**config.mk**
```make
export PLATFORM = sky130hd
export DESIGN_NAME = kpv_regfile
export DESIGN_NICKNAME = d
export VERILOG_FILES = /design/src/design/kpv_pkg.sv /design/src/design/kpv_regfile.sv
export SDC_FILE = /design/constraint.sdc
export NUM_CORES = 2
export LEC_CHECK = 0
export BUFFER_PORTS_ARGS = -buffer_cell sky130_fd_sc_hd__buf_2
export CORE_ASPECT_RATIO = 0.5
export CORE_MARGIN = 1.5
export CORE_UTILIZATION = 30
export DETAILED_ROUTE_END_ITERATION = 10
export PLACE_DENSITY_LB_ADDON = 0.08
export SYNTH_ARGS = -nofsm -noshare
export SYNTH_HDL_FRONTEND = slang
export SYNTH_SLANG_ARGS = --single-unit
```
**constraint.sdc**
```tcl
create_clock -name clk -period 1 [get_ports clk]
set_input_delay 0.2 -clock clk [delete_from_list [all_inputs] [get_ports clk]]
set_output_delay 0.2 -clock clk [all_outputs]
set_load 0.005 [all_outputs]
```
**src/design/kpv_pkg.sv**
```systemverilog
`default_nettype none
package kpv_pkg;

	// Fixed-point format and datapath widths
	localparam int FRAC_BITS = 16;
	localparam int DATA_W    = 32;
	localparam int DIV_W     = DATA_W + FRAC_BITS;
	localparam int CNT_W     = $clog2(DIV_W + 1);
	localparam int PC_W      = 7;

	typedef logic signed [DATA_W-1:0] word_t;
	typedef logic [4:0] ridx_t;
	typedef logic [1:0] cfg_idx_t;
	typedef logic [PC_W-1:0] pc_t;

	localparam word_t WORD_MAX = 32'sh7fffffff;
	localparam word_t WORD_MIN = 32'sh80000000;
	localparam word_t Q_HALF   = word_t'(1 << (FRAC_BITS - 1));
	localparam word_t RESET_PROCESS = word_t'(((3 << FRAC_BITS) + 50) / 100);
	localparam word_t RESET_SENSOR  = word_t'(((1 << FRAC_BITS) + 5) / 10);
	localparam word_t RESET_COV     = Q_HALF;

	// Configuration register indexes
	localparam cfg_idx_t CFG_PROCESS = 2'd0;
	localparam cfg_idx_t CFG_SENSOR  = 2'd1;
	localparam cfg_idx_t CFG_INITCOV = 2'd2;

	// Result status codes
	localparam logic [1:0] STAT_OK   = 2'd0;
	localparam logic [1:0] STAT_SKIP = 2'd1;
	localparam logic [1:0] STAT_SAT  = 2'd2;

	// Register file map
	localparam ridx_t R_ZERO = 5'd0;
	localparam ridx_t R_POS  = 5'd1;
	localparam ridx_t R_VEL  = 5'd2;
	localparam ridx_t R_P00  = 5'd3;
	localparam ridx_t R_P01  = 5'd4;
	localparam ridx_t R_P10  = 5'd5;
	localparam ridx_t R_P11  = 5'd6;
	localparam ridx_t R_LFP  = 5'd7;
	localparam ridx_t R_QN   = 5'd8;
	localparam ridx_t R_RN   = 5'd9;
	localparam ridx_t R_HALF = 5'd10;
	localparam ridx_t R_DT   = 5'd11;
	localparam ridx_t R_U    = 5'd12;
	localparam ridx_t R_T0   = 5'd13;
	localparam ridx_t R_T1   = 5'd14;
	localparam ridx_t R_T2   = 5'd15;
	localparam ridx_t R_T3   = 5'd16;
	localparam ridx_t R_T4   = 5'd17;
	localparam ridx_t R_T5   = 5'd18;
	localparam ridx_t R_T6   = 5'd19;
	localparam ridx_t R_T7   = 5'd20;
	localparam ridx_t R_T8   = 5'd21;
	localparam ridx_t R_T9   = 5'd22;
	localparam ridx_t R_T10  = 5'd23;
	localparam ridx_t R_T11  = 5'd24;
	localparam ridx_t R_T12  = 5'd25;

	typedef enum logic [2:0] {
		OP_ADD  = 3'd0,
		OP_SUB  = 3'd1,
		OP_MUL  = 3'd2,
		OP_DIV  = 3'd3,
		OP_CHKZ = 3'd4
	} op_t;

	typedef struct packed {
		op_t   op;
		ridx_t dst;
		ridx_t sa;
		ridx_t sb;
		logic  last;
	} uop_t;

	typedef struct packed {
		logic  start;
		op_t   op;
		word_t a;
		word_t b;
	} alu_req_t;

	typedef struct packed {
		logic  done;
		word_t res;
		logic  sat;
	} alu_rsp_t;

	typedef struct packed {
		logic     alu_en;
		ridx_t    alu_idx;
		word_t    alu_data;
		logic     ld_en;
		word_t    ld_u;
		word_t    ld_dt;
		logic     cfg_en;
		cfg_idx_t cfg_idx;
		logic [DATA_W-2:0] cfg_data;
	} rf_wr_t;

	localparam pc_t PRED_START = 7'd0;
	localparam pc_t UPD_START  = 7'd20;

	function automatic uop_t mk_uop(input op_t op, input ridx_t d, input ridx_t a,
			input ridx_t b, input logic l);
		uop_t u;
		u.op   = op;
		u.dst  = d;
		u.sa   = a;
		u.sb   = b;
		u.last = l;
		return u;
	endfunction

	// Microprogram: predict from PRED_START, update from UPD_START
	function automatic uop_t ucode(input pc_t pc);
		uop_t u;
		case (pc)
			7'd0:  u = mk_uop(OP_MUL, R_T0,  R_DT,  R_DT,  1'b0);
			7'd1:  u = mk_uop(OP_MUL, R_T0,  R_T0,  R_U,   1'b0);
			7'd2:  u = mk_uop(OP_MUL, R_T0,  R_T0,  R_HALF, 1'b0);
			7'd3:  u = mk_uop(OP_MUL, R_T1,  R_VEL, R_DT,  1'b0);
			7'd4:  u = mk_uop(OP_ADD, R_T1,  R_POS, R_T1,  1'b0);
			7'd5:  u = mk_uop(OP_ADD, R_POS, R_T1,  R_T0,  1'b0);
			7'd6:  u = mk_uop(OP_MUL, R_T2,  R_DT,  R_U,   1'b0);
			7'd7:  u = mk_uop(OP_ADD, R_VEL, R_VEL, R_T2,  1'b0);
			7'd8:  u = mk_uop(OP_MUL, R_T3,  R_P10, R_DT,  1'b0);
			7'd9:  u = mk_uop(OP_ADD, R_T3,  R_P00, R_T3,  1'b0);
			7'd10: u = mk_uop(OP_MUL, R_T4,  R_P01, R_DT,  1'b0);
			7'd11: u = mk_uop(OP_ADD, R_T3,  R_T3,  R_T4,  1'b0);
			7'd12: u = mk_uop(OP_MUL, R_T4,  R_P11, R_DT,  1'b0);
			7'd13: u = mk_uop(OP_MUL, R_T4,  R_T4,  R_DT,  1'b0);
			7'd14: u = mk_uop(OP_ADD, R_T3,  R_T3,  R_T4,  1'b0);
			7'd15: u = mk_uop(OP_ADD, R_P00, R_T3,  R_QN,  1'b0);
			7'd16: u = mk_uop(OP_MUL, R_T4,  R_P11, R_DT,  1'b0);
			7'd17: u = mk_uop(OP_ADD, R_P01, R_P01, R_T4,  1'b0);
			7'd18: u = mk_uop(OP_ADD, R_P10, R_P10, R_T4,  1'b0);
			7'd19: u = mk_uop(OP_ADD, R_P11, R_P11, R_QN,  1'b1);
			// update: innovation matrix and its determinant
			7'd20: u = mk_uop(OP_ADD, R_T0,  R_P00, R_RN,  1'b0);
			7'd21: u = mk_uop(OP_ADD, R_T1,  R_P11, R_RN,  1'b0);
			7'd22: u = mk_uop(OP_MUL, R_T2,  R_T0,  R_T1,  1'b0);
			7'd23: u = mk_uop(OP_MUL, R_T3,  R_P01, R_P10, 1'b0);
			7'd24: u = mk_uop(OP_SUB, R_T2,  R_T2,  R_T3,  1'b0);
			7'd25: u = mk_uop(OP_CHKZ, R_ZERO, R_T2, R_ZERO, 1'b0);
			// measured velocity and innovations
			7'd26: u = mk_uop(OP_SUB, R_T3,  R_U,   R_LFP, 1'b0);
			7'd27: u = mk_uop(OP_DIV, R_T3,  R_T3,  R_DT,  1'b0);
			7'd28: u = mk_uop(OP_SUB, R_T4,  R_U,   R_POS, 1'b0);
			7'd29: u = mk_uop(OP_SUB, R_T3,  R_T3,  R_VEL, 1'b0);
			// gain
			7'd30: u = mk_uop(OP_MUL, R_T5,  R_P00, R_T1,  1'b0);
			7'd31: u = mk_uop(OP_MUL, R_T6,  R_P01, R_P10, 1'b0);
			7'd32: u = mk_uop(OP_SUB, R_T5,  R_T5,  R_T6,  1'b0);
			7'd33: u = mk_uop(OP_DIV, R_T5,  R_T5,  R_T2,  1'b0);
			7'd34: u = mk_uop(OP_MUL, R_T6,  R_P01, R_T0,  1'b0);
			7'd35: u = mk_uop(OP_MUL, R_T7,  R_P00, R_P01, 1'b0);
			7'd36: u = mk_uop(OP_SUB, R_T6,  R_T6,  R_T7,  1'b0);
			7'd37: u = mk_uop(OP_DIV, R_T6,  R_T6,  R_T2,  1'b0);
			7'd38: u = mk_uop(OP_MUL, R_T7,  R_P10, R_T1,  1'b0);
			7'd39: u = mk_uop(OP_MUL, R_T8,  R_P11, R_P10, 1'b0);
			7'd40: u = mk_uop(OP_SUB, R_T7,  R_T7,  R_T8,  1'b0);
			7'd41: u = mk_uop(OP_DIV, R_T7,  R_T7,  R_T2,  1'b0);
			7'd42: u = mk_uop(OP_MUL, R_T8,  R_P11, R_T0,  1'b0);
			7'd43: u = mk_uop(OP_MUL, R_T9,  R_P10, R_P01, 1'b0);
			7'd44: u = mk_uop(OP_SUB, R_T8,  R_T8,  R_T9,  1'b0);
			7'd45: u = mk_uop(OP_DIV, R_T8,  R_T8,  R_T2,  1'b0);
			// state correction
			7'd46: u = mk_uop(OP_MUL, R_T9,  R_T5,  R_T4,  1'b0);
			7'd47: u = mk_uop(OP_MUL, R_T10, R_T6,  R_T3,  1'b0);
			7'd48: u = mk_uop(OP_ADD, R_T9,  R_T9,  R_T10, 1'b0);
			7'd49: u = mk_uop(OP_ADD, R_POS, R_POS, R_T9,  1'b0);
			7'd50: u = mk_uop(OP_ADD, R_LFP, R_POS, R_ZERO, 1'b0);
			7'd51: u = mk_uop(OP_MUL, R_T9,  R_T7,  R_T4,  1'b0);
			7'd52: u = mk_uop(OP_MUL, R_T10, R_T8,  R_T3,  1'b0);
			7'd53: u = mk_uop(OP_ADD, R_T9,  R_T9,  R_T10, 1'b0);
			7'd54: u = mk_uop(OP_ADD, R_VEL, R_VEL, R_T9,  1'b0);
			// covariance correction, old entries kept until last use
			7'd55: u = mk_uop(OP_MUL, R_T9,  R_T5,  R_P00, 1'b0);
			7'd56: u = mk_uop(OP_MUL, R_T10, R_T6,  R_P10, 1'b0);
			7'd57: u = mk_uop(OP_ADD, R_T9,  R_T9,  R_T10, 1'b0);
			7'd58: u = mk_uop(OP_SUB, R_T9,  R_P00, R_T9,  1'b0);
			7'd59: u = mk_uop(OP_MUL, R_T10, R_T5,  R_P01, 1'b0);
			7'd60: u = mk_uop(OP_MUL, R_T11, R_T6,  R_P11, 1'b0);
			7'd61: u = mk_uop(OP_ADD, R_T10, R_T10, R_T11, 1'b0);
			7'd62: u = mk_uop(OP_SUB, R_T10, R_P01, R_T10, 1'b0);
			7'd63: u = mk_uop(OP_MUL, R_T11, R_T7,  R_P00, 1'b0);
			7'd64: u = mk_uop(OP_MUL, R_T12, R_T8,  R_P10, 1'b0);
			7'd65: u = mk_uop(OP_ADD, R_T11, R_T11, R_T12, 1'b0);
			7'd66: u = mk_uop(OP_SUB, R_P10, R_P10, R_T11, 1'b0);
			7'd67: u = mk_uop(OP_MUL, R_T11, R_T7,  R_P01, 1'b0);
			7'd68: u = mk_uop(OP_MUL, R_T12, R_T8,  R_P11, 1'b0);
			7'd69: u = mk_uop(OP_ADD, R_T11, R_T11, R_T12, 1'b0);
			7'd70: u = mk_uop(OP_SUB, R_P11, R_P11, R_T11, 1'b0);
			7'd71: u = mk_uop(OP_ADD, R_P00, R_T9,  R_ZERO, 1'b0);
			7'd72: u = mk_uop(OP_ADD, R_P01, R_T10, R_ZERO, 1'b1);
			default: u = mk_uop(OP_ADD, R_T12, R_ZERO, R_ZERO, 1'b1);
		endcase
		return u;
	endfunction

endpackage
`default_nettype wire

```
**src/design/kpv_regfile.sv**
```systemverilog
`default_nettype none
module kpv_regfile (
	input  wire logic             clk,
	input  wire logic             arst_n,
	input  wire kpv_pkg::rf_wr_t  wr,
	input  wire kpv_pkg::ridx_t   rd_a_idx,
	input  wire kpv_pkg::ridx_t   rd_b_idx,
	output kpv_pkg::word_t        rd_a,
	output kpv_pkg::word_t        rd_b,
	output kpv_pkg::word_t        pos,
	output kpv_pkg::word_t        vel
);

	kpv_pkg::word_t rf_q [32];
	kpv_pkg::word_t rd_a_q;
	kpv_pkg::word_t rd_b_q;

	// State, registers, operands and temporaries
	always_ff @(posedge clk or negedge arst_n) begin
		if (!arst_n) begin
			for (int i = 0; i < 32; i++) begin
				rf_q[i] <= '0;
			end
			rf_q[kpv_pkg::R_P00]  <= kpv_pkg::RESET_COV;
			rf_q[kpv_pkg::R_P11]  <= kpv_pkg::RESET_COV;
			rf_q[kpv_pkg::R_QN]   <= kpv_pkg::RESET_PROCESS;
			rf_q[kpv_pkg::R_RN]   <= kpv_pkg::RESET_SENSOR;
			rf_q[kpv_pkg::R_HALF] <= kpv_pkg::Q_HALF;
		end else begin
			if (wr.cfg_en) begin
				case (wr.cfg_idx)
					kpv_pkg::CFG_PROCESS: rf_q[kpv_pkg::R_QN] <= {1'b0, wr.cfg_data};
					kpv_pkg::CFG_SENSOR:  rf_q[kpv_pkg::R_RN] <= {1'b0, wr.cfg_data};
					kpv_pkg::CFG_INITCOV: begin
						rf_q[kpv_pkg::R_P00] <= {1'b0, wr.cfg_data};
						rf_q[kpv_pkg::R_P11] <= {1'b0, wr.cfg_data};
					end
					default: ;
				endcase
			end
			if (wr.ld_en) begin
				rf_q[kpv_pkg::R_U]  <= wr.ld_u;
				rf_q[kpv_pkg::R_DT] <= wr.ld_dt;
			end
			if (wr.alu_en) begin
				rf_q[wr.alu_idx] <= wr.alu_data;
			end
		end
	end

	// Registered operand reads
	always_ff @(posedge clk) begin
		rd_a_q <= rf_q[rd_a_idx];
		rd_b_q <= rf_q[rd_b_idx];
	end

	assign rd_a = rd_a_q;
	assign rd_b = rd_b_q;
	assign pos  = rf_q[kpv_pkg::R_POS];
	assign vel  = rf_q[kpv_pkg::R_VEL];

endmodule
`default_nettype wire

```
After elaboration in Yosys (flattened, before gate mapping). Index checks and enable logic that the tools add are counted.

Bits of input ports: 149. Output and inout bits: 128. Flip-flop bits (word level): 1088. Logic and storage cells: 63.

Bitwise gates (word level): 3. Reductions and logical operators: 2. Magnitude comparators: 4. Multiplexer cells: 18. Eq/ne operators: 2.

Operator list (number): 1024-bit bitwise mux (1); 928-bit two-way mux (1); 32-bit two-way mux (11); 32-bit binary-select mux with 5-bit select (2); 32-bit demux with 5-bit select (1); 64-bit two-way mux (2); 6-bit >= comparator, second input constant (3); 5-bit NOT with 6-bit output (3); 6-bit by 1-bit < comparator with 1-bit output, second input constant (1); 2-bit by 1-bit == test with 1-bit output, second input constant (1); 2-bit == test, second input constant (1); 2-bit zero test (1); 1-bit logical AND (1).

Logic depth before layout (Yosys ltp).
Depth after elaboration: 7. Mapped depth: 8. Mapped depth without buffers: 5.

Worst setup path after synthesis. Ideal clock, no wire load.

Path type: input to register. Start point: in rd_b_idx[1]. End point: reg rd_b_q[11] (netlist: rd_b[11]). Cell stages on the path: 8. Required time: 0.876 ns. Path buffers: 4. Slack: -0.508 ns. Arrival: 1.384 ns. Library setup time: 0.124 ns. Cells stage by stage: buf_2 -> buf_4 -> buf_2 -> buf_2 -> mux2i_1 -> nand2_1 -> a31oi_1 -> nand3_1.

Word-level cells in the longest chain between the ends: 4.

Ends and longest elaborated chain: start: declaration (RTL line kpv_regfile.sv:7) `input wire kpv_pkg::ridx_t rd_b_idx,`; 5-bit NOT with 6-bit output (not written as such) (RTL line kpv_regfile.sv:54) `rd_b_q <= rf_q[rd_b_idx];`; 32-bit binary-select mux with 5-bit select (RTL line kpv_regfile.sv:54); 32-bit two-way mux (not written as such) (2 in series) (RTL line kpv_regfile.sv:54); end signal: assignment (RTL line kpv_regfile.sv:54); end: declaration (RTL line kpv_regfile.sv:16) `kpv_pkg::word_t rd_b_q;`.

Every way passes these cells. The select of a mux whose other input is x is not followed. A chain may end at the register's enable or synchronous reset.

Final worst setup path.
Start point: reg rf_q (netlist bit vel[28]). End point: out vel[28].

RTL lines: start: declaration (RTL line kpv_regfile.sv:14) `kpv_pkg::word_t rf_q [32];`; start signal: indexed assignment (RTL line kpv_regfile.sv:24) `rf_q[kpv_pkg::R_P00] <= kpv_pkg::RESET_COV;`; start signal: indexed assignment (RTL line kpv_regfile.sv:25) `rf_q[kpv_pkg::R_P11] <= kpv_pkg::RESET_COV;`; start signal: indexed assignment (RTL line kpv_regfile.sv:26) `rf_q[kpv_pkg::R_QN] <= kpv_pkg::RESET_PROCESS;`; end: declaration (RTL line kpv_regfile.sv:11) `output kpv_pkg::word_t vel`.

No word-level cell between the ends.

==> results.ini <==
[routing]
vias = 47192
antenna_left = 0
drc = 0
wl_per_cell_um = 28.8
drt_wl_total_um = 259000
drt_first_pass_iters = 5
drt_iter0_markers = 3158
viasPerCell = 5.25

[power_and_ir_drop]
combPwrFrac_pct = 26.6
power.total_mw = 143
leakage_nw = 38.5
vdd_drop_max_uv = 1360
p_seq_share_pct = 41.5
switchingPower_mw = 42.8
power-per-cell-area_nw_per_um2 = 1750
swShare_pct = 29.8
clkPwrFrac_pct = 31.8
internal-power_mw = 101

[sta]
tns_ns = -93.22
rsz0062_at_grt = true
period_share_pct = 163
slew_headroom_pct = 64.6
fmax_mhz = 615
layout_setup_ws_ns = -0.627
hold_slack_ns = 0.0542
worst_pin_slew_ns = 0.531
setup_viol = 316
fin_crit_ns = 1.63
hold_viol_final = 0
final.setup_skew_ns = 0.0384
maxSlewViolCount = 0

[outcome]
violations = negative setup slack
status = complete, but fails checks

[global_routing]
grt_overflow_total = 0
grt_pass1_vias = 49993
antenna_found_initial = 1
grt_pass1_wl_um = 369000
grt_use_total_pct = 24.9
grt_start_max_net_pins = 78

[synthesis]
ys_seq_area_share_pct = 45.0
synth_cell_types = 42
syn-num-nets = 5351
avgSynthCellArea_um2 = 11.5
syn-cell-area_um2 = 59900
synth-edff-count = 0
synth_seq_cells = 1088
ys.flop_type = dfrtp_1
syn-instance-count = 5202
synthArstFlopShare_pct = 94.1
yosysWarnings = 0

[layout]
stdcell_area_um2 = 81800
drive_above_1_share_pct = 42.7
fillers = 18719
nNetsFinal = 6422
syn_to_final_growth_pct = 36.7

[min_path]
worstHoldPathType = primary input to flip-flop

[worst_setup_path]
path_class = flip-flop to output port
arrival_ns = 1.43
worstPathRequired_ns = 0.80
cp_slowest_cell = dfrtp_2
max_stage_delay_ns = 0.45
cp-start-kind = flip-flop
crit_chain = buf_6 > buf_6
critPathMaxFanout = 3
cp-end-kind = output port
crit_top_cell = buf_6

[clocking]
path_clk_slew_ns = 0.07
cts_sinks = 1088
insertion_delay_ns = 0.74
clock_path_buffers = 3
h-tree-depth = 3
ctsRootBufferMaster = clkbuf_16
tritoncts = built
cts_buffers = 113

[floorplanning]
die_h_um = 319
io_pins = 277
start_util_pct = 30.3
rows = 115
die_area_um2 = 202000
core_area_um2 = 197000
die_w_um = 635

[placed_design]
portBuffers = 276
gp_congestion = 0.838
dp_slack_ns = -1.23
hpwl_um = 180000
placed_cell_area_um2 = 73100

[job]
maxCapViolations = 0

metal layers:
layer  vias to the layer above  global-route usage, %  share of wire, %
met4                         2                   6.10               2.8
met3                       272                   2.44               3.3
met5                         -                      0            0.0066
li1                      21088                      -                 -
met1                     24904                   35.1                47
met2                       926                   41.0                46
cell usage in the layout, fill, tap and decap left out, drive strengths merged, types with 35 or more instances in the layout:
cell,Yosys,final
clkbuf,220,179
nand2,370,370
nor2,53,53
a31oi,64,64
nand3,194,194
dlygate4sd3,0,128
buf,337,1372
mux2,832,832
a22oi,192,192
and2,35,35
dfrtp,1006,1006
mux2i,1150,1150
nor3,65,65
a21oi,286,286
dfxtp,64,64
a22o,128,128
o21ai,160,160
layout make-up:
class	count	area (um2)	area share (%)
clock buffers	167	3310	4.05
flip-flops and latches	1088	27100	33.1
clock inverters	38	541	0.660
multi-input cells	3557	32200	39.3
repair buffers	1513	15400	18.9
diodes	1	2.50	0.00306
well taps	2632	3290	4.02
path summary, 6_finish.rpt:
check,from,endpoint,slack [ns],cells after the start
worst min-delay path,wr[98],rf_q[651],0.05,4
max in group asynchronous,arst_n,rf_q[687],0.26,4
worst max register to register,pos[28],rd_b[28],-0.56,7
worst max-delay path,vel[28],vel[28],-0.63,2
min in group asynchronous,arst_n,rf_q[9],0.18,3
worst min register to register,rf_q[679],rf_q[679],0.53,1
power by group through the flow:
stage / logic [mW] / registers [mW] / clock network, mW
detailed placement: 34.0 / 60.0 / 0
global route: 40.9 / 60.5 / 48.6
finish: 38.2 / 59.5 / 45.6
floorplan: 20.1 / 57.6 / 0
global placement: 33.4 / 59.8 / 0
CTS: 37.7 / 59.4 / 46.7
sequential cells by signal, summed over array words and instances, names as in the netlist:
name  cells
rf_q    960
pos      32
rd_a     32
rd_b     32
vel      32
timing repair:
| item | CTS | global route |
|---|---|---|
| pin swaps | 131 | 147 |
| hold endpoints to repair | 1953 | 0 |
| setup buffers | 73 | 42 |
| setup endpoints to repair | 337 | 325 |
| hold buffers | 128 | 0 |
| resized for setup | 465 | 201 |
| cloned | 4 | 10 |
synthesized netlist by cell type (all sizes together), types with 3 or more instances:
cell type	n	area, um2
nand3	194	976
dfxtp	64	1280
a22oi	192	1440
o21ai	160	801
a31oi	64	400
nand3b	6	82.6
clkbuf	220	831
dfstp	18	473
nand2	370	1390
a21oi	286	1430
buf	337	2200
nor3	65	330
or2	3	18.8
and2	35	219
dfrtp	1006	25200
mux2i	1150	11500
nor2b	4	25.0
nand2b	5	31.3
nor3b	5	52.6
mux2	832	9710
a22o	128	1120
nor2	53	315
per-stage QoR:
stage          util [%]  std cells
2_1_floorplan         -       5202
3_3_place_gp       37.0       8582
3_5_place_dp       37.0       8582
4_1_cts            41.0       8971
5_1_grt            41.5       8995
6_report           41.5       8996
kinds of logic after synthesis:
| family | count (synthesis) | synth area share [%] |
|---|---|---|
| multiplexers | 1982 | 35.4 |
| flip-flops | 1088 | 45.0 |
| AO/OA/AOI/OAI | 830 | 8.68 |
| AND/OR/NAND/NOR | 745 | 5.82 |
| buffers and inverters | 557 | 5.06 |
worst max-delay path, delay by kind of cell, from the launching register on:
family	cells	cell delay, ns
buffers and inverters	2	0.24
flip-flops	1	0.45
(Power assumes the default switching activity.)
