$ cat src/design/kpv_pkg.sv
`default_nettype none
package kpv_pkg;

	// Fixed-point format and datapath widths
	localparam int FRAC_BITS = 16;
	localparam int DATA_W    = 32;
	localparam int DIV_W     = DATA_W + FRAC_BITS;
	localparam int CNT_W     = $clog2(DIV_W + 1);
	localparam int PC_W      = 7;

	typedef logic signed [DATA_W-1:0] word_t;
	typedef logic [4:0] ridx_t;
	typedef logic [1:0] cfg_idx_t;
	typedef logic [PC_W-1:0] pc_t;

	localparam word_t WORD_MAX = 32'sh7fffffff;
	localparam word_t WORD_MIN = 32'sh80000000;
	localparam word_t Q_HALF   = word_t'(1 << (FRAC_BITS - 1));
	localparam word_t RESET_PROCESS = word_t'(((3 << FRAC_BITS) + 50) / 100);
	localparam word_t RESET_SENSOR  = word_t'(((1 << FRAC_BITS) + 5) / 10);
	localparam word_t RESET_COV     = Q_HALF;

	// Configuration register indexes
	localparam cfg_idx_t CFG_PROCESS = 2'd0;
	localparam cfg_idx_t CFG_SENSOR  = 2'd1;
	localparam cfg_idx_t CFG_INITCOV = 2'd2;

	// Result status codes
	localparam logic [1:0] STAT_OK   = 2'd0;
	localparam logic [1:0] STAT_SKIP = 2'd1;
	localparam logic [1:0] STAT_SAT  = 2'd2;

	// Register file map
	localparam ridx_t R_ZERO = 5'd0;
	localparam ridx_t R_POS  = 5'd1;
	localparam ridx_t R_VEL  = 5'd2;
	localparam ridx_t R_P00  = 5'd3;
	localparam ridx_t R_P01  = 5'd4;
	localparam ridx_t R_P10  = 5'd5;
	localparam ridx_t R_P11  = 5'd6;
	localparam ridx_t R_LFP  = 5'd7;
	localparam ridx_t R_QN   = 5'd8;
	localparam ridx_t R_RN   = 5'd9;
	localparam ridx_t R_HALF = 5'd10;
	localparam ridx_t R_DT   = 5'd11;
	localparam ridx_t R_U    = 5'd12;
	localparam ridx_t R_T0   = 5'd13;
	localparam ridx_t R_T1   = 5'd14;
	localparam ridx_t R_T2   = 5'd15;
	localparam ridx_t R_T3   = 5'd16;
	localparam ridx_t R_T4   = 5'd17;
	localparam ridx_t R_T5   = 5'd18;
	localparam ridx_t R_T6   = 5'd19;
	localparam ridx_t R_T7   = 5'd20;
	localparam ridx_t R_T8   = 5'd21;
	localparam ridx_t R_T9   = 5'd22;
	localparam ridx_t R_T10  = 5'd23;
	localparam ridx_t R_T11  = 5'd24;
	localparam ridx_t R_T12  = 5'd25;

	typedef enum logic [2:0] {
		OP_ADD  = 3'd0,
		OP_SUB  = 3'd1,
		OP_MUL  = 3'd2,
		OP_DIV  = 3'd3,
		OP_CHKZ = 3'd4
	} op_t;

	typedef struct packed {
		op_t   op;
		ridx_t dst;
		ridx_t sa;
		ridx_t sb;
		logic  last;
	} uop_t;

	typedef struct packed {
		logic  start;
		op_t   op;
		word_t a;
		word_t b;
	} alu_req_t;

	typedef struct packed {
		logic  done;
		word_t res;
		logic  sat;
	} alu_rsp_t;

	typedef struct packed {
		logic     alu_en;
		ridx_t    alu_idx;
		word_t    alu_data;
		logic     ld_en;
		word_t    ld_u;
		word_t    ld_dt;
		logic     cfg_en;
		cfg_idx_t cfg_idx;
		logic [DATA_W-2:0] cfg_data;
	} rf_wr_t;

	localparam pc_t PRED_START = 7'd0;
	localparam pc_t UPD_START  = 7'd20;

	function automatic uop_t mk_uop(input op_t op, input ridx_t d, input ridx_t a,
			input ridx_t b, input logic l);
		uop_t u;
		u.op   = op;
		u.dst  = d;
		u.sa   = a;
		u.sb   = b;
		u.last = l;
		return u;
	endfunction

	// Microprogram: predict from PRED_START, update from UPD_START
	function automatic uop_t ucode(input pc_t pc);
		uop_t u;
		case (pc)
			7'd0:  u = mk_uop(OP_MUL, R_T0,  R_DT,  R_DT,  1'b0);
			7'd1:  u = mk_uop(OP_MUL, R_T0,  R_T0,  R_U,   1'b0);
			7'd2:  u = mk_uop(OP_MUL, R_T0,  R_T0,  R_HALF, 1'b0);
			7'd3:  u = mk_uop(OP_MUL, R_T1,  R_VEL, R_DT,  1'b0);
			7'd4:  u = mk_uop(OP_ADD, R_T1,  R_POS, R_T1,  1'b0);
			7'd5:  u = mk_uop(OP_ADD, R_POS, R_T1,  R_T0,  1'b0);
			7'd6:  u = mk_uop(OP_MUL, R_T2,  R_DT,  R_U,   1'b0);
			7'd7:  u = mk_uop(OP_ADD, R_VEL, R_VEL, R_T2,  1'b0);
			7'd8:  u = mk_uop(OP_MUL, R_T3,  R_P10, R_DT,  1'b0);
			7'd9:  u = mk_uop(OP_ADD, R_T3,  R_P00, R_T3,  1'b0);
			7'd10: u = mk_uop(OP_MUL, R_T4,  R_P01, R_DT,  1'b0);
			7'd11: u = mk_uop(OP_ADD, R_T3,  R_T3,  R_T4,  1'b0);
			7'd12: u = mk_uop(OP_MUL, R_T4,  R_P11, R_DT,  1'b0);
			7'd13: u = mk_uop(OP_MUL, R_T4,  R_T4,  R_DT,  1'b0);
			7'd14: u = mk_uop(OP_ADD, R_T3,  R_T3,  R_T4,  1'b0);
			7'd15: u = mk_uop(OP_ADD, R_P00, R_T3,  R_QN,  1'b0);
			7'd16: u = mk_uop(OP_MUL, R_T4,  R_P11, R_DT,  1'b0);
			7'd17: u = mk_uop(OP_ADD, R_P01, R_P01, R_T4,  1'b0);
			7'd18: u = mk_uop(OP_ADD, R_P10, R_P10, R_T4,  1'b0);
			7'd19: u = mk_uop(OP_ADD, R_P11, R_P11, R_QN,  1'b1);
			// update: innovation matrix and its determinant
			7'd20: u = mk_uop(OP_ADD, R_T0,  R_P00, R_RN,  1'b0);
			7'd21: u = mk_uop(OP_ADD, R_T1,  R_P11, R_RN,  1'b0);
			7'd22: u = mk_uop(OP_MUL, R_T2,  R_T0,  R_T1,  1'b0);
			7'd23: u = mk_uop(OP_MUL, R_T3,  R_P01, R_P10, 1'b0);
			7'd24: u = mk_uop(OP_SUB, R_T2,  R_T2,  R_T3,  1'b0);
			7'd25: u = mk_uop(OP_CHKZ, R_ZERO, R_T2, R_ZERO, 1'b0);
			// measured velocity and innovations
			7'd26: u = mk_uop(OP_SUB, R_T3,  R_U,   R_LFP, 1'b0);
			7'd27: u = mk_uop(OP_DIV, R_T3,  R_T3,  R_DT,  1'b0);
			7'd28: u = mk_uop(OP_SUB, R_T4,  R_U,   R_POS, 1'b0);
			7'd29: u = mk_uop(OP_SUB, R_T3,  R_T3,  R_VEL, 1'b0);
			// gain
			7'd30: u = mk_uop(OP_MUL, R_T5,  R_P00, R_T1,  1'b0);
			7'd31: u = mk_uop(OP_MUL, R_T6,  R_P01, R_P10, 1'b0);
			7'd32: u = mk_uop(OP_SUB, R_T5,  R_T5,  R_T6,  1'b0);
			7'd33: u = mk_uop(OP_DIV, R_T5,  R_T5,  R_T2,  1'b0);
			7'd34: u = mk_uop(OP_MUL, R_T6,  R_P01, R_T0,  1'b0);
			7'd35: u = mk_uop(OP_MUL, R_T7,  R_P00, R_P01, 1'b0);
			7'd36: u = mk_uop(OP_SUB, R_T6,  R_T6,  R_T7,  1'b0);
			7'd37: u = mk_uop(OP_DIV, R_T6,  R_T6,  R_T2,  1'b0);
			7'd38: u = mk_uop(OP_MUL, R_T7,  R_P10, R_T1,  1'b0);
			7'd39: u = mk_uop(OP_MUL, R_T8,  R_P11, R_P10, 1'b0);
			7'd40: u = mk_uop(OP_SUB, R_T7,  R_T7,  R_T8,  1'b0);
			7'd41: u = mk_uop(OP_DIV, R_T7,  R_T7,  R_T2,  1'b0);
			7'd42: u = mk_uop(OP_MUL, R_T8,  R_P11, R_T0,  1'b0);
			7'd43: u = mk_uop(OP_MUL, R_T9,  R_P10, R_P01, 1'b0);
			7'd44: u = mk_uop(OP_SUB, R_T8,  R_T8,  R_T9,  1'b0);
			7'd45: u = mk_uop(OP_DIV, R_T8,  R_T8,  R_T2,  1'b0);
			// state correction
			7'd46: u = mk_uop(OP_MUL, R_T9,  R_T5,  R_T4,  1'b0);
			7'd47: u = mk_uop(OP_MUL, R_T10, R_T6,  R_T3,  1'b0);
			7'd48: u = mk_uop(OP_ADD, R_T9,  R_T9,  R_T10, 1'b0);
			7'd49: u = mk_uop(OP_ADD, R_POS, R_POS, R_T9,  1'b0);
			7'd50: u = mk_uop(OP_ADD, R_LFP, R_POS, R_ZERO, 1'b0);
			7'd51: u = mk_uop(OP_MUL, R_T9,  R_T7,  R_T4,  1'b0);
			7'd52: u = mk_uop(OP_MUL, R_T10, R_T8,  R_T3,  1'b0);
			7'd53: u = mk_uop(OP_ADD, R_T9,  R_T9,  R_T10, 1'b0);
			7'd54: u = mk_uop(OP_ADD, R_VEL, R_VEL, R_T9,  1'b0);
			// covariance correction, old entries kept until last use
			7'd55: u = mk_uop(OP_MUL, R_T9,  R_T5,  R_P00, 1'b0);
			7'd56: u = mk_uop(OP_MUL, R_T10, R_T6,  R_P10, 1'b0);
			7'd57: u = mk_uop(OP_ADD, R_T9,  R_T9,  R_T10, 1'b0);
			7'd58: u = mk_uop(OP_SUB, R_T9,  R_P00, R_T9,  1'b0);
			7'd59: u = mk_uop(OP_MUL, R_T10, R_T5,  R_P01, 1'b0);
			7'd60: u = mk_uop(OP_MUL, R_T11, R_T6,  R_P11, 1'b0);
			7'd61: u = mk_uop(OP_ADD, R_T10, R_T10, R_T11, 1'b0);
			7'd62: u = mk_uop(OP_SUB, R_T10, R_P01, R_T10, 1'b0);
			7'd63: u = mk_uop(OP_MUL, R_T11, R_T7,  R_P00, 1'b0);
			7'd64: u = mk_uop(OP_MUL, R_T12, R_T8,  R_P10, 1'b0);
			7'd65: u = mk_uop(OP_ADD, R_T11, R_T11, R_T12, 1'b0);
			7'd66: u = mk_uop(OP_SUB, R_P10, R_P10, R_T11, 1'b0);
			7'd67: u = mk_uop(OP_MUL, R_T11, R_T7,  R_P01, 1'b0);
			7'd68: u = mk_uop(OP_MUL, R_T12, R_T8,  R_P11, 1'b0);
			7'd69: u = mk_uop(OP_ADD, R_T11, R_T11, R_T12, 1'b0);
			7'd70: u = mk_uop(OP_SUB, R_P11, R_P11, R_T11, 1'b0);
			7'd71: u = mk_uop(OP_ADD, R_P00, R_T9,  R_ZERO, 1'b0);
			7'd72: u = mk_uop(OP_ADD, R_P01, R_T10, R_ZERO, 1'b1);
			default: u = mk_uop(OP_ADD, R_T12, R_ZERO, R_ZERO, 1'b1);
		endcase
		return u;
	endfunction

endpackage
`default_nettype wire

$ cat src/design/kpv_alu.sv
`default_nettype none
module kpv_alu (
	input  wire logic              clk,
	input  wire logic              arst_n,
	input  wire kpv_pkg::alu_req_t req,
	output kpv_pkg::alu_rsp_t      rsp
);

	localparam logic signed [63:0] MAX64 = 64'sd2147483647;
	localparam logic signed [63:0] MIN64 = -64'sd2147483648;
	localparam logic [kpv_pkg::DIV_W-1:0] QMAX_POS =
		kpv_pkg::DIV_W'(32'h7fffffff);
	localparam logic [kpv_pkg::DIV_W-1:0] QMAX_NEG =
		kpv_pkg::DIV_W'(33'h100000000 >> 1);

	logic                         done_q;
	logic                         mul_q;
	logic                         div_q;
	logic [kpv_pkg::CNT_W-1:0]    cnt_q;
	kpv_pkg::word_t               res_q;
	logic                         rsat_q;
	logic signed [63:0]           prod_s1;
	logic [31:0]                  rem_q;
	logic [31:0]                  dvs_q;
	logic [kpv_pkg::DIV_W-1:0]    quo_q;
	logic                         neg_q;
	logic                         dz_q;

	// Saturating add and subtract
	logic [32:0]    as_sum;
	logic           as_ovf;
	kpv_pkg::word_t as_res;
	always_comb begin
		if (req.op == kpv_pkg::OP_SUB) begin
			as_sum = {req.a[31], req.a} - {req.b[31], req.b};
		end else begin
			as_sum = {req.a[31], req.a} + {req.b[31], req.b};
		end
		as_ovf = as_sum[32] ^ as_sum[31];
		if (as_ovf) begin
			as_res = as_sum[32] ? kpv_pkg::WORD_MIN : kpv_pkg::WORD_MAX;
		end else begin
			as_res = as_sum[31:0];
		end
	end

	// Product registered in prod_s1, then rounded half up and saturated into the result register
	logic signed [63:0] mul_full;
	logic signed [63:0] mul_rnd;
	logic signed [63:0] mul_shr;
	logic               mul_ovf;
	kpv_pkg::word_t     mul_res;
	assign mul_full = req.a * req.b;
	always_comb begin
		mul_rnd = prod_s1 + 64'(kpv_pkg::Q_HALF);
		mul_shr = mul_rnd >>> kpv_pkg::FRAC_BITS;
		mul_ovf = (mul_shr > MAX64) || (mul_shr < MIN64);
		if (mul_ovf) begin
			mul_res = mul_shr[63] ? kpv_pkg::WORD_MIN : kpv_pkg::WORD_MAX;
		end else begin
			mul_res = mul_shr[31:0];
		end
	end

	// Restoring division on magnitudes, one quotient bit a cycle
	logic [31:0]               na;
	logic [31:0]               nb;
	logic [32:0]               rem_sh;
	logic                      rem_ge;
	logic [32:0]               rem_df;
	logic [31:0]               rem_nx;
	logic [kpv_pkg::DIV_W-1:0] quo_nx;
	logic                      div_ovf;
	kpv_pkg::word_t            div_res;
	always_comb begin
		na     = req.a[31] ? 32'(-req.a) : 32'(req.a);
		nb     = req.b[31] ? 32'(-req.b) : 32'(req.b);
		rem_sh = {rem_q, quo_q[kpv_pkg::DIV_W-1]};
		rem_ge = rem_sh >= {1'b0, dvs_q};
		rem_df = rem_sh - {1'b0, dvs_q};
		rem_nx = rem_ge ? rem_df[31:0] : rem_sh[31:0];
		quo_nx = {quo_q[kpv_pkg::DIV_W-2:0], rem_ge};
		div_ovf = 1'b0;
		div_res = '0;
		if (dz_q) begin
			div_res = '0;
		end else if (!neg_q) begin
			if (quo_q > QMAX_POS) begin
				div_ovf = 1'b1;
				div_res = kpv_pkg::WORD_MAX;
			end else begin
				div_res = quo_q[31:0];
			end
		end else begin
			if (quo_q > QMAX_NEG) begin
				div_ovf = 1'b1;
				div_res = kpv_pkg::WORD_MIN;
			end else begin
				div_res = 32'(-quo_q[31:0]);
			end
		end
	end

	// Sequence control of the unit
	always_ff @(posedge clk or negedge arst_n) begin
		if (!arst_n) begin
			done_q <= 1'b0;
			mul_q  <= 1'b0;
			div_q  <= 1'b0;
			cnt_q  <= '0;
		end else begin
			done_q <= 1'b0;
			if (req.start) begin
				case (req.op)
					kpv_pkg::OP_MUL: mul_q <= 1'b1;
					kpv_pkg::OP_DIV: begin
						div_q <= 1'b1;
						cnt_q <= kpv_pkg::CNT_W'(kpv_pkg::DIV_W);
					end
					default: done_q <= 1'b1;
				endcase
			end else if (mul_q) begin
				mul_q  <= 1'b0;
				done_q <= 1'b1;
			end else if (div_q) begin
				if (cnt_q != '0) begin
					cnt_q <= cnt_q - 1'b1;
				end else begin
					div_q  <= 1'b0;
					done_q <= 1'b1;
				end
			end
		end
	end

	// Datapath registers
	always_ff @(posedge clk) begin
		if (req.start) begin
			case (req.op)
				kpv_pkg::OP_ADD, kpv_pkg::OP_SUB: begin
					res_q  <= as_res;
					rsat_q <= as_ovf;
				end
				kpv_pkg::OP_MUL: prod_s1 <= mul_full;
				kpv_pkg::OP_DIV: begin
					quo_q <= {na, {kpv_pkg::FRAC_BITS{1'b0}}};
					rem_q <= '0;
					dvs_q <= nb;
					neg_q <= req.a[31] ^ req.b[31];
					dz_q  <= (req.b == '0);
				end
				default: begin
					res_q  <= '0;
					rsat_q <= 1'b0;
				end
			endcase
		end else if (mul_q) begin
			res_q  <= mul_res;
			rsat_q <= mul_ovf;
		end else if (div_q) begin
			if (cnt_q != '0) begin
				rem_q <= rem_nx;
				quo_q <= quo_nx;
			end else begin
				res_q  <= div_res;
				rsat_q <= div_ovf;
			end
		end
	end

	assign rsp.done = done_q;
	assign rsp.res  = res_q;
	assign rsp.sat  = rsat_q;

endmodule
`default_nettype wire

$ cat config.mk
export PLATFORM = sky130hd
export DESIGN_NAME = kpv_alu
export DESIGN_NICKNAME = d
export VERILOG_FILES = /design/src/design/kpv_pkg.sv /design/src/design/kpv_alu.sv
export SDC_FILE = /design/constraint.sdc
export NUM_CORES = 2
export LEC_CHECK = 0
export ABC_AREA = 1
export BUFFER_PORTS_ARGS = -buffer_cell sky130_fd_sc_hd__buf_2
export CAP_MARGIN = 5
export CORE_AREA = 2 2 351 266
export DETAILED_ROUTE_END_ITERATION = 6
export DIE_AREA = 0 0 353 268
export HOLD_SLACK_MARGIN = 0.12
export PLACE_DENSITY_LB_ADDON = 0.15
export SYNTH_ARGS = -nofsm -noshare
export SYNTH_HDL_FRONTEND = slang
export SYNTH_SLANG_ARGS = --single-unit
$ cat constraint.sdc
create_clock -name clk -period 11.27 [get_ports clk]
set_clock_uncertainty 0.1 [all_clocks]
set_input_delay 0.5635 -clock clk [delete_from_list [all_inputs] [get_ports clk]]
set_output_delay 0.5635 -clock clk [all_outputs]
set_load 0.05 [all_outputs]
Yosys cells after proc, flatten, opt, wreduce, memory -nomap -nowiden --
Index checks and enable logic that the tools add are counted.
Word-level totals: logic and storage cells 104, output and inout bits 34, bits in registers 220, input bits 70
Cells by class: bitwise gates (word level) 2, reductions and logical operators 14, mux-type cells 53, equal/unequal tests 8, $mul 1, add/subtract/negate cells 8, $lt $le $gt $ge 5
Operators by type and width (number):
- $mux 32 | 19
- $mux 48 | 5
- $gt 48x32->1 const B | 2
- $neg 32->32 | 3
- $add 64x17->64 const B | 1
- $mul 32x32->64 | 1
- $pmux 32 s2 | 1
- $gt 48x31->1 const B | 1
- $lt 48x32->1 const B | 1
- $add 32x32->33 | 1
- $ge 33x32->1 | 1
- $mux 33 | 1
- $sub 32x32->33 | 1
- $logic_not 32->1 | 1
- $sub 32x32->32 | 1
- $mux 31 | 1
- $mux 6 | 5
- $mux 1 | 20
- $eq 3x2->1 const B | 2
- $reduce_and 2->1 | 3
- $reduce_bool 6->1 | 1
- $sub 6x1->6 const B | 1
- $ne 2x1->1 const B | 2
- $ne 2x2->1 const B | 2
- other kinds (11) | 14

Depth between registers and ports, before layout --
depth after elaboration 8, depth in mapped cells 31

Worst setup path before layout --
OpenSTA, ideal clock, no wires.
path kind input port to flip-flop, start input req[63] (netlist name), end register prod_s1[63] (data pin), library setup time 0.260 ns, buffers on the path 3, arrival 7.811 ns, path slack 3.099 ns, stages on the path 27, cell sequence clkbuf_1 -> clkbuf_1 -> buf_1 -> nand2_1 -> inv_1 -> fa_1 -> inv_1 -> fa_1 -> inv_1 -> fa_1 -> fa_1 -> inv_1 -> fa_1 -> inv_1 -> fa_1 -> inv_1 -> fa_1 -> inv_1 -> fa_1 -> ha_1 -> a21oi_1 -> inv_1 -> nor2_1 -> o21ai_0 -> a2111oi_0 -> nand3_1 -> xnor2_1
Between the ends: word-level cells in the longest chain between the ends 1
Ends and longest elaborated chain:
- from (decl) | RTL line kpv_alu.sv:5 | input wire kpv_pkg::alu_req_t req,
- $mul 32x32->64 | RTL line kpv_alu.sv:53 | assign mul_full = req.a * req.b;
- net mul_full[63] | RTL line kpv_alu.sv:48 | logic signed [63:0] mul_full;
- to (signal assigned) | RTL line kpv_alu.sv:144 | kpv_pkg::OP_MUL: prod_s1 <= mul_full;
- to (decl) | RTL line kpv_alu.sv:22 | logic signed [63:0] prod_s1;
The timed path passes the listed nets, and every way through them passes these cells. A chain may end at the register's enable or synchronous reset.

Worst setup path after layout --
start input req[31] (netlist name), end register prod_s1[55] (data pin)
The elaborated chain is that of the path after synthesis.

==> results_dict.tcl <==
set metrics [dict create \
    die_area_um2 94600 \
    fin_crit_sh_pct 76.1 \
    io_buffers 103 \
    grt_overflow_total 0 \
    yosysWarningCount 0 \
    slew-limit-headroom_pct 19.0 \
    syn_nets 8427 \
    critical_path_class "input pin to flop" \
    synth-async-reset-ratio_pct 4.39 \
    drv_slew 0 \
    n_fill_cell 8270 \
    post_cts_buffers 0 \
    crit_chain "buf_2, buf_4, inv_2, buf_4, nor2_1, fa_1, fa_1, fa_1, fa_1, fa_1, fa_1, fa_1, fa_1, ha_1, nand2_1, nor2_1, inv_1, nor2_1, inv_1, nor4_1, nand3b_1, o2111ai_1, nand2_1" \
    met1_length_mm 76.4 \
    nets 8325 \
    root_buffer "clkbuf_16" \
    critPathBufInv 6 \
    ys.flop_type "edfxtp_1" \
    arrival_ps 8850 \
    fin_ws_ps 2690 \
    synth.yosys.seq_area_share_pct 11.2 \
    htree_levels 1 \
    critPathLaunchType "input pin" \
    viasPerCell 5.61 \
    io_pins 104 \
    synth.area.top_cells "fa_1, inv_1, nand2_1" \
    maxUsedRoutingLayer "met5" \
    drv_cap 0 \
    yosysTopAreaCellShare_pct 39.8 \
    rsz0062_at_grt "no" \
    num_rows 96 \
    drtPass1Iterations 6 \
    yosysTopAreaCell "fa_1" \
    finalSetupTns_ps 0 \
    grt_pass1_wl_mm 282 \
    cts_buffer_depth 3 \
    num_vias 45800 \
    clkLatencyLatePin_ps 610 \
    area_growth_pct 4.02 \
    routed_wl_mm 183 \
    grtUsageTotal_pct 39.7 \
    clock_sinks 205 \
    status "completed" \
    ys_types 55 \
    synth_common_cells "inv_1, nand2_1, fa_1" \
    cpMostUsedCell "fa_1" \
    max_slew.worst_pin.slew_ps 1220 \
    crit_path_top_delay_cell "buf_4" \
    synth_edf_count 196 \
    synthCells 7023 \
    fin_crit_ps 8580 \
    cp_top_family "adder cells" \
    cp.required_ps 11540 \
    antenna_found_initial 5 \
    setup_viol 0 \
    netlist_area_um2 54400 \
    critPathMaxStageDelay_ps 700 \
    hold_class "input pin to flop" \
    start_util_pct 59.8 \
    place_ws_ps 2260 \
    core_area_um2 91000 \
    drc 0 \
    drtIter0Drc 5174 \
    ys_ff_latch 205 \
    path_max_fanout 81 \
    max_freq_mhz 117 \
    grt_pass1_vias 45600 \
    crit_path_end_kind "flop" \
    numCtsBuffers 24 \
    grt_start_max_net_pins 91 \
    wl_per_cell_um 22.4 \
    ant_nets 0 \
    met3_length_mm 26.2 \
    cts.clk_slew.worst_paths_ps 70 \
    wl_met2_mm 73.6 \
    hold_viol 0 \
    synth.most_common_cell "inv_1" \
    syn_area_per_cell_um2 7.75 \
    drive_gt1_share_pct 3.96 \
    gp_congestion 1.01 \
    hpwl_mm 148 \
    cts_tree "yes" \
    die_w_um 353 \
    die_y_um 268 \
]
-- state kept, by name, summed over array words and instances, names as in the netlist --
register / flops
div_q: 1
res_q: 32
quo_q: 48
done_q: 1
cnt_q: 6
neg_q: 1
dz_q: 1
rem_q: 32
mul_q: 1
prod_s1: 49
dvs_q: 32
rsat_q: 1
-- per-layer routing --
layer | track usage (%) | up-vias
met5 | 0 | -
met4 | 10.6 | 4
met3 | 13.5 | 378
met2 | 55.8 | 2772
met1 | 58.7 | 22400
li1 | - | 20300
-- layout make-up --
class | count | area, um2 | share of cell area [%]
Tap cell | 1225 | 1530 | 2.71
Inverter | 1883 | 7070 | 12.5
Clock buffer | 24 | 601 | 1.06
Multi-Input combinational cell | 4623 | 39900 | 70.5
Clock inverter | 18 | 264 | 0.466
Timing Repair Buffer | 184 | 1130 | 1.99
Sequential cell | 205 | 6110 | 10.8
Antenna cell | 3 | 7.51 | 0.0133
-- final timing paths --
check	from	endpoint	slack [ps]	cells past startpoint
worst max-delay path	req[31]	prod_s1[55]$_DFFE_PP_	2690	23
worst min-delay path	req[64]	mul_q$_DFFE_PN0P_	180	2
worst max register to register	prod_s1[15]$_DFFE_PP_	res_q[11]$_DFFE_PP_	7020	16
worst min register to register	cnt_q[2]$_DFFE_PN0P_	cnt_q[2]$_DFFE_PN0P_	460	2
max in group asynchronous	arst_n	cnt_q[2]$_DFFE_PN0P_	10550	2
min in group asynchronous	arst_n	cnt_q[4]$_DFFE_PN0P_	310	2
-- cell families after synthesis --
logic type	Yosys count	synth area share, %
compound gates	614	6.18
xor+xnor	206	3.32
fa+ha+maj	1334	45.6
buf+inv	2195	15.5
flops	205	11.2
simple gates	2469	18.2
-- placed cells by master, fill, tap and decap left out, types with 103 or more instances in the layout --
cell,count
nor2_1,386
nand2_1,1791
inv_1,1875
nand3_1,111
o21ai_0,281
xor2_1,137
edfxtp_1,196
fa_1,1083
a21oi_1,214
buf_2,103
ha_1,251
-- what timing repair did --
action | CTS | global route
hold buffers | 1 | 0
endpoints found under the hold margin | 9 | 0
gates resized for setup | 0 | 0
-- stage by stage --
stage | util (%) | hold slack (ps) | area, um2 | cells
global placement | 61.2 | 338 | 55700 | 8119
CTS | 62.2 | 158 | 56600 | 8162
finish | 62.2 | 181 | 56600 | 8165
detailed placement | 61.2 | 339 | 55700 | 8119
floorplan | - | 168 | 54400 | 7023
global route | 62.2 | 170 | 56600 | 8164
Power is not shown: default switching activity piles up to over one toggle a cycle in this logic, so the estimate is an artifact.
